[config.mk]
export PLATFORM = sky130hd
export DESIGN_NAME = ffea_cell
export DESIGN_NICKNAME = d
export VERILOG_FILES = /design/src/ffea_pkg.sv /design/src/ffea_cell.sv
export SDC_FILE = /design/constraint.sdc
export NUM_CORES = 1
export LEC_CHECK = 0
export BUFFER_PORTS_ARGS = -buffer_cell sky130_fd_sc_hd__buf_2
export CORE_AREA = 2 2 105 107
export CTS_BUF_LIST = sky130_fd_sc_hd__clkbuf_8
export CTS_CLUSTER_SIZE = 40
export DETAILED_ROUTE_END_ITERATION = 7
export DIE_AREA = 0 0 107 109
export HOLD_SLACK_MARGIN = 0.08
export PLACE_DENSITY_LB_ADDON = 0.25
export SYNTH_ARGS = -nofsm -noshare
export SYNTH_HDL_FRONTEND = slang
export SYNTH_SLANG_ARGS = --single-unit
export TNS_END_PERCENT = 50
[constraint.sdc]
create_clock -name clk -period 2.69 [get_ports clk]
set_clock_uncertainty 0.2 [all_clocks]
set_input_delay 0.4035 -clock clk [delete_from_list [all_inputs] [get_ports clk]]
set_output_delay 0.4035 -clock clk [all_outputs]
set_load 0.05 [all_outputs]
[src/ffea_pkg.sv]
package ffea_pkg;

    localparam int FREE_EXTENTS = 32;
    localparam int LIVE_BLOCKS  = 64;
    localparam int EXT_IDX_W    = $clog2(FREE_EXTENTS);
    localparam int EXT_CNT_W    = $clog2(FREE_EXTENTS + 1);
    localparam int LIVE_IDX_W   = $clog2(LIVE_BLOCKS);
    localparam int LIVE_CNT_W   = $clog2(LIVE_BLOCKS + 1);

    localparam logic [32:0] POOL_MAX   = 33'h1_0000_0000;
    localparam logic [32:0] GRAIN_MASK = 33'd255;

    localparam logic [1:0] ST_OK        = 2'd0;
    localparam logic [1:0] ST_EXHAUSTED = 2'd1;
    localparam logic [1:0] ST_UNKNOWN   = 2'd2;
    localparam logic [1:0] ST_FULL      = 2'd3;

    localparam logic       CMD_ALLOC = 1'b0;
    localparam logic       CMD_FREE  = 1'b1;

    localparam logic       REG_POOL_BASE = 1'b0;
    localparam logic       REG_POOL_SIZE = 1'b1;

    typedef struct packed {
        logic        command;
        logic [31:0] request_bytes;
        logic [47:0] block_address;
    } ffea_in_t;

    typedef struct packed {
        logic [47:0] granted_address;
        logic [1:0]  status;
    } ffea_out_t;

    // one free extent as held by a cell
    typedef struct packed {
        logic [32:0] offset;
        logic [32:0] length;
    } ffea_ext_t;

endpackage

[src/ffea_cell.sv]
// One slot of the sorted free-extent row. The slot can load, take a value
// from its left or right neighbour (shift for insert or remove) or hold.
module ffea_cell
    import ffea_pkg::*;
(
    input  logic      clk,
    input  logic      load,
    input  ffea_ext_t load_data,
    input  logic      shift_right,
    input  logic      shift_left,
    input  ffea_ext_t left_data,
    input  ffea_ext_t right_data,
    output ffea_ext_t data
);

    ffea_ext_t data_reg;
    ffea_ext_t data_next;

    // pick the next contents of the slot
    always_comb
    begin
        data_next = data_reg;
        if (load)
            data_next = load_data;
        else if (shift_right)
            data_next = left_data;
        else if (shift_left)
            data_next = right_data;
    end

    always_ff @(posedge clk)
    begin
        data_reg <= data_next;
    end

    assign data = data_reg;

endmodule

==> results of run 1 <==
## stage by stage
| step | total power, µW | std cells | setup WS (ps) | utilization |
|---|---|---|---|---|
| 2_1_floorplan | 1930 | 287 | 444 | - |
| 3_3_place_gp | 2200 | 675 | 746 | 0.453 |
| 3_5_place_dp | 2210 | 675 | 735 | 0.453 |
| 4_1_cts | 3130 | 691 | 1100 | 0.474 |
| 5_1_grt | 3240 | 691 | 1070 | 0.474 |
| 6_report | 3090 | 692 | 1070 | 0.474 |
## layer usage
layer  routed length [µm]  share of wire  track usage
met5                    0              0            0
met4                  121          0.013       0.0557
met3                  984           0.11       0.0544
met2                 4710           0.51        0.271
met1                 3450           0.37        0.166
## cell usage in the layout, fill, tap and decap left out, drive strengths merged
master	n
buf	270
bufinv	2
clkbuf	9
clkinv	4
clkinvlp	1
diode	1
edfxtp	66
mux2i	66
nand2	66
o21ai	66
or3	1
## power groups by stage
stage               Clock (µW)  Sequential, µW  Combinational [µW]
detailed placement           0            1320                 894
floorplan                    0            1750                 182
global placement             0            1310                 887
CTS                        939            1300                 895
global route               990            1310                 940
finish                     907            1290                 884
## layout make-up
class,instances,share of cell area
Timing Repair Buffer,270,0.279
Sequential cell,66,0.394
Multi-Input combinational cell,199,0.248
Antenna cell,1,0.000498
Tap cell,140,0.0349
Clock inverter,7,0.0187
Clock buffer,9,0.0247
## cells in the mapped netlist
cell type	count	area share
buf_4	4	0.0088
clkbuf_1	6	0.0066
nand2_1	66	0.073
edfxtp_1	66	0.58
mux2i_1	66	0.19
buf_8	1	0.0044
o21ai_0	36	0.053
buf_12	3	0.018
or3_1	1	0.0018
o21ai_1	30	0.044
buf_2	8	0.012
## how the worst max path moves through the flow
stage                             from                 end  cells past startpoint
floorplan                  shift_right   data[0]$_DFFE_PP_                      3
global placement           shift_right  data[46]$_DFFE_PP_                      3
detailed placement         shift_right  data[42]$_DFFE_PP_                      3
CTS                 data[64]$_DFFE_PP_            data[64]                      1
global route               shift_right  data[50]$_DFFE_PP_                      3
finish                     shift_right   data[2]$_DFFE_PP_                      3
## logic make-up after synthesis
logic type,Yosys count,synth area share
AOI/OAI and AO/OA,66,0.0973
buffers and inverters,22,0.0494
DFF,66,0.584
muxes,66,0.195
and+or+nand+nor,67,0.0748
==> metrics.yaml, run 1 <==
clock_network:
  cts.hold.buffers_added: 0
  numClockSinks: 66
  htree_levels: 3
  postCtsSetupBuffers: 0
  clockBufferDepth: 2
  cts_tree: "yes"
  cts-root-buf: "clkbuf_8"
  clkTransAtPathRegs_ps: 70
  cts_buffers: 9
  cts_resized: 0
power:
  leakagePower_uw: 0.00252
  net-switching-power_uw: 1040
  seqPwrFrac: 0.419
  power_density_mw_per_mm2: 614
  clkPwrFrac: 0.294
  internal_power_uw: 2050
  vdd_drop_max_mv: 0.264
  p_comb_frac: 0.287
  p_sw_frac: 0.336
sta:
  max_slew_margin: 0.668
  slew_viol_final: 0
  worst_slew_pin_slew_ps: 498
  min_period_ps: 1620
  whs_ps: 139
  setup_viol: 0
  hold_viol: 0
  rsz0062_at_grt: "false"
  finalCritPeriodShare: 0.601
  fmax_ghz: 0.618
  finalSetupTns_ps: 0
floorplan:
  ios: 268
  coreArea_mm2: 0.0106
  start_util: 0.320
  std_cell_rows: 38
  die_h_um: 109
  die_area_mm2: 0.0117
  fp.dieW_um: 107
grt:
  grt_pass1_wl_um: 13500
  antenna_found_initial: 1
  grt.total_usage: 0.152
  overflow: 0
  grt_max_degree: 133
  grt_pass1_vias: 2839
critical_path:
  cp.arrival_ps: 1480
  critical-path-top-delay-family: "simple AND/OR/NAND/NOR gates"
  critPathMaxStageDelay_ps: 640
  cp-start-kind: "input pin"
  cp_slowest_cell: "or3_2"
  cp_num_buf_inv: 2
  path_class: "input pin to register"
  end_kind: "register"
  crit_fanout: 55
  path_cells: "buf_4 -> or3_2 -> buf_12"
  required_ps: 2550
flow_run:
  cap_violations: 0
routing:
  vias: 3089
  first_iter_violations: 174
  routedWlPerCell_um: 13.4
  firstDrtPassIters: 4
  vias_per_cell: 4.46
  route.detailed.drc: 0
  antenna_left: 0
  totalWireLength_um: 9260
hold_path:
  whs_path_depth: 3
  min_path_type: "input pin to register"
  whs_endpoint: "data[65]$_DFFE_PP_"
  min_from: "load_data[65]"
finish:
  multiInputGateArea_mm2: 0.00125
  post-route-cell-area_mm2: 0.00502
  area.sequential_mm2: 0.00198
  n_fill_cell: 1005
  largest_reg_flops: 66
  final_nets: 748
  drive_above_1_share: 0.519
  area_delta_synth_final_pct: 48.0
logic_synthesis:
  ys_types: 11
  synth-seq-area-share: 0.584
  syn_avg_cell_area_um2: 11.8
  synth.net_count: 489
  ys_ff_latch: 66
  syn-instance-count: 287
  syn_area_mm2: 0.00339
  yosysWarnings: 0
place:
  io_buffers: 267
  place_area_mm2: 0.00480
  hpwl_um: 7090
  place.gp.congestion: 0.735
status:
  outcome: "finished, final reports clean"
No activity file was read; power rests on OpenSTA's default activity.
==> inputs of run 2 (changes only) <==
==> constraint.sdc (replaced) <==
create_clock -name clk -period 1.3 [get_ports clk]
set_clock_uncertainty 0.2 [all_clocks]
set_input_delay 0.195 -clock clk [delete_from_list [all_inputs] [get_ports clk]]
set_output_delay 0.195 -clock clk [all_outputs]
set_load 0.05 [all_outputs]
==> metrics.yaml, run 2 <==
clock_network:
  cts.hold.buffers_added: 142  # +142
  numClockSinks: 66  # unchanged
  clockBufferDepth: 2  # unchanged
  cts_buffers: 9  # unchanged
  htree_levels: 3  # unchanged
  postCtsSetupBuffers: 0  # unchanged
  cts-root-buf: "clkbuf_8"
  cts_resized: 131  # +131
logic_synthesis:
  yosys-top-cells-count: "66 x edfxtp_1, 66 x mux2i_1, 66 x nand2_1, 36 x o21ai_0, 30 x o21ai_1"
  async_reset_ff_frac: 0  # unchanged
  syn_avg_cell_area_um2: 11.8  # unchanged
  ys_types: 11  # unchanged
  synthTopCellsByArea: "edfxtp_1 58%, mux2i_1 19%, nand2_1 7.3%"
  syn-instance-count: 287  # unchanged
  synth-seq-area-share: 0.584  # unchanged
  synth_edf_count: 66  # unchanged
  yosysWarnings: 0  # unchanged
  yosys.area.top_type: "edfxtp_1"
  synth.net_count: 489  # unchanged
  synth_top_area_frac: 0.584  # unchanged
  syn_area_mm2: 0.00339  # unchanged
  ys_ff_latch: 66  # unchanged
  synthFlopType: "edfxtp_1"
floorplan:
  ios: 268  # unchanged
  start_util: 0.320  # unchanged
  fp.dieW_um: 107  # unchanged
  die_h_um: 109  # unchanged
  std_cell_rows: 38  # unchanged
place:
  io_buffers: 267  # unchanged
  hpwl_um: 7830  # +10%
  place_area_mm2: 0.00497  # +3.4%
  dp_slack_ps: -123  # -858 ps
  place.gp.congestion: 0.766  # +4.2%
  dp_cells: 691  # +2.4%
status:
  error: "[ERROR RSZ-0060] Max buffer count reached."
  outcome: "stopped before the end"
  stop_stage: "clock tree synthesis (4_1_cts)"
==> run 2: kinds of logic after synthesis <==
logic type             count (synthesis)  share of synthesized area
AND/OR/NAND/NOR                       67                     0.0748
buffers and inverters                 22                     0.0494
AO/OA/AOI/OAI                         66                     0.0973
multiplexers                          66                      0.195
flip-flops                            66                      0.584
==> run 2: metrics by stage <==
step                      TNS, ps  utilization  hold slack, ps
after detailed placement   -11920        0.468             279
after floorplan            -18410            -             186
after global placement      -9910        0.468             281
==> inputs of run 3 (changes only) <==
==> config.mk (replaced) <==
export PLATFORM = sky130hd
export DESIGN_NAME = ffea_cell
export DESIGN_NICKNAME = d
export VERILOG_FILES = /design/src/ffea_pkg.sv /design/src/ffea_cell.sv
export SDC_FILE = /design/constraint.sdc
export NUM_CORES = 1
export LEC_CHECK = 0
export BUFFER_PORTS_ARGS = -buffer_cell sky130_fd_sc_hd__buf_2
export CORE_AREA = 2 2 104 106
export DETAILED_ROUTE_END_ITERATION = 7
export DIE_AREA = 0 0 106 108
export PLACE_DENSITY_LB_ADDON = 0.15
export SYNTH_ARGS = -nofsm -noshare
export SYNTH_HDL_FRONTEND = slang
export SYNTH_SLANG_ARGS = --single-unit
export TNS_END_PERCENT = 50
==> constraint.sdc (replaced) <==
create_clock -name clk -period 1.7 [get_ports clk]
set_clock_uncertainty 0.2 [all_clocks]
set_input_delay 0.255 -clock clk [delete_from_list [all_inputs] [get_ports clk]]
set_output_delay 0.255 -clock clk [all_outputs]
set_load 0.05 [all_outputs]
==> metrics.yaml, run 3 (synthesized netlist as in run 1, its figures left out) <==
power:
  leakagePower_uw: 0.00262
  power_density_mw_per_mm2: 875
  vdd_drop_max_mv: 0.310
floorplan:
  fp.dieW_um: 106  # -0.93%
  ios: 268  # unchanged
  coreArea_mm2: 0.0102
  start_util: 0.332  # +0.0116
  die_area_mm2: 0.0114
  std_cell_rows: 37  # -2.6%
  die_h_um: 108  # -0.92%
routing:
  firstDrtPassIters: 4
  routedWlPerCell_um: 13.8
  vias_per_cell: 4.43
  antenna_left: 0
  totalWireLength_um: 9820
  vias: 3148
  first_iter_violations: 130
  route.detailed.drc: 0
grt:
  grt.total_usage: 0.166
  antenna_found_initial: 0
  grt_pass1_vias: 3055
  grt_pass1_wl_um: 14600
  overflow: 0
  grt_max_degree: 67
place:
  io_buffers: 267  # unchanged
  place.gp.congestion: 0.738  # -3.6%
  place_area_mm2: 0.00487  # -1.9%
  hpwl_um: 7700  # -1.7%
critical_path:
  end_kind: "output pin"
  cp_slowest_cell: "edfxtp_1"
  path_class: "register to output pin"
  cp_num_buf_inv: 1
  crit_start: "data[44]$_DFFE_PP_"
  required_ps: 1240
  critPathMaxStageDelay_ps: 400
  crit_fanout: 1
  cp-start-kind: "register"
  path_cells: "buf_2"
  critical-path-top-delay-family: "flip-flops"
  cp.arrival_ps: 950
finish:
  area_delta_synth_final_pct: 53.9
  final_common_cell: "buf_2"
  final_nets: 772
  drive_above_1_share: 0.502
  post-route-cell-area_mm2: 0.00522
  mostFrequentLayoutCells: "265 x buf_2, 66 x mux2i_1, 66 x nand2_1, 66 x edfxtp_1, 36 x o21ai_0"
  largest_reg_flops: 66
  diodes: 0
clock_network:
  postCtsSetupBuffers: 0  # unchanged
  cts_buffers: 9  # unchanged
  htree_levels: 3  # unchanged
  numClockSinks: 66  # unchanged
  clockBufferDepth: 2  # unchanged
  cts-root-buf: "clkbuf_8"
  cts_tree: "yes"
  clkTransAtPathRegs_ps: 70
  cts_resized: 0  # -100%
sta:
  finalCritPeriodShare: 0.824
  worst_slew_pin_slew_ps: 287
  hold_viol: 0
  slew_viol_final: 0
  min_period_ps: 1400
  rsz0062_at_grt: "false"
  setup_viol: 0
  max_slew_margin: 0.810
  fmax_ghz: 0.714
  finalSetupTns_ps: 0
flow_run:
  cap_violations: 0
hold_path:
  min_from: "load_data[33]"
  min_path_type: "input pin to register"
status:
  outcome: "finished, final reports clean"
[run 3: final timing paths]
path                  slack, ps  cells past startpoint                 end
worst max-delay path        300                      1            data[44]
worst min-delay path         20                      3  data[33]$_DFFE_PP_
[run 3: metal layers]
| metal | track usage | part of all wire |
|---|---|---|
| met1 | 0.173 | 0.39 |
| met2 | 0.309 | 0.51 |
| met3 | 0.0561 | 0.088 |
| met4 | 0.0677 | 0.011 |
| met5 | 0 | 0 |
[run 3: cell type report]
class | count | area (µm²)
Clock buffer | 11 | 131
Clock inverter | 4 | 20.0
Fill cell | 960 | 5010
Multi-Input combinational cell | 199 | 1250
Sequential cell | 66 | 1980
Tap cell | 136 | 170
Timing Repair Buffer | 294 | 1670
[run 3: repair_timing]
action,4_1_cts,5_1_grt
endpoints found under the hold margin,20,0
hold buffers,20,0
setup endpoints to repair,0,0
[run 3: worst min-delay path, cell delays in order]
cell	delay [ps]
buf_2	80
nand2_1	40
o21ai_0	60
[run 3: through the flow]
step	hold slack [ps]	total power, µW	util	setup WS, ps	instances
global route	4.85	4800	0.510	248	710
detailed placement	340	3530	0.476	232	675
floorplan	246	3050	-	28.3	287
finish	19.4	4570	0.510	299	710
global placement	339	3520	0.476	232	675
CTS	0.548	4650	0.510	272	710
[run 3: where the power goes]
| group | switching [µW] | internal [µW] | total (µW) | leakage, µW |
|---|---|---|---|---|
| Sequential | 45.7 | 2010 | 2050 | 0.000698 |
| Clock | 551 | 512 | 1060 | 0.0000827 |
| Combinational | 997 | 460 | 1460 | 0.00183 |
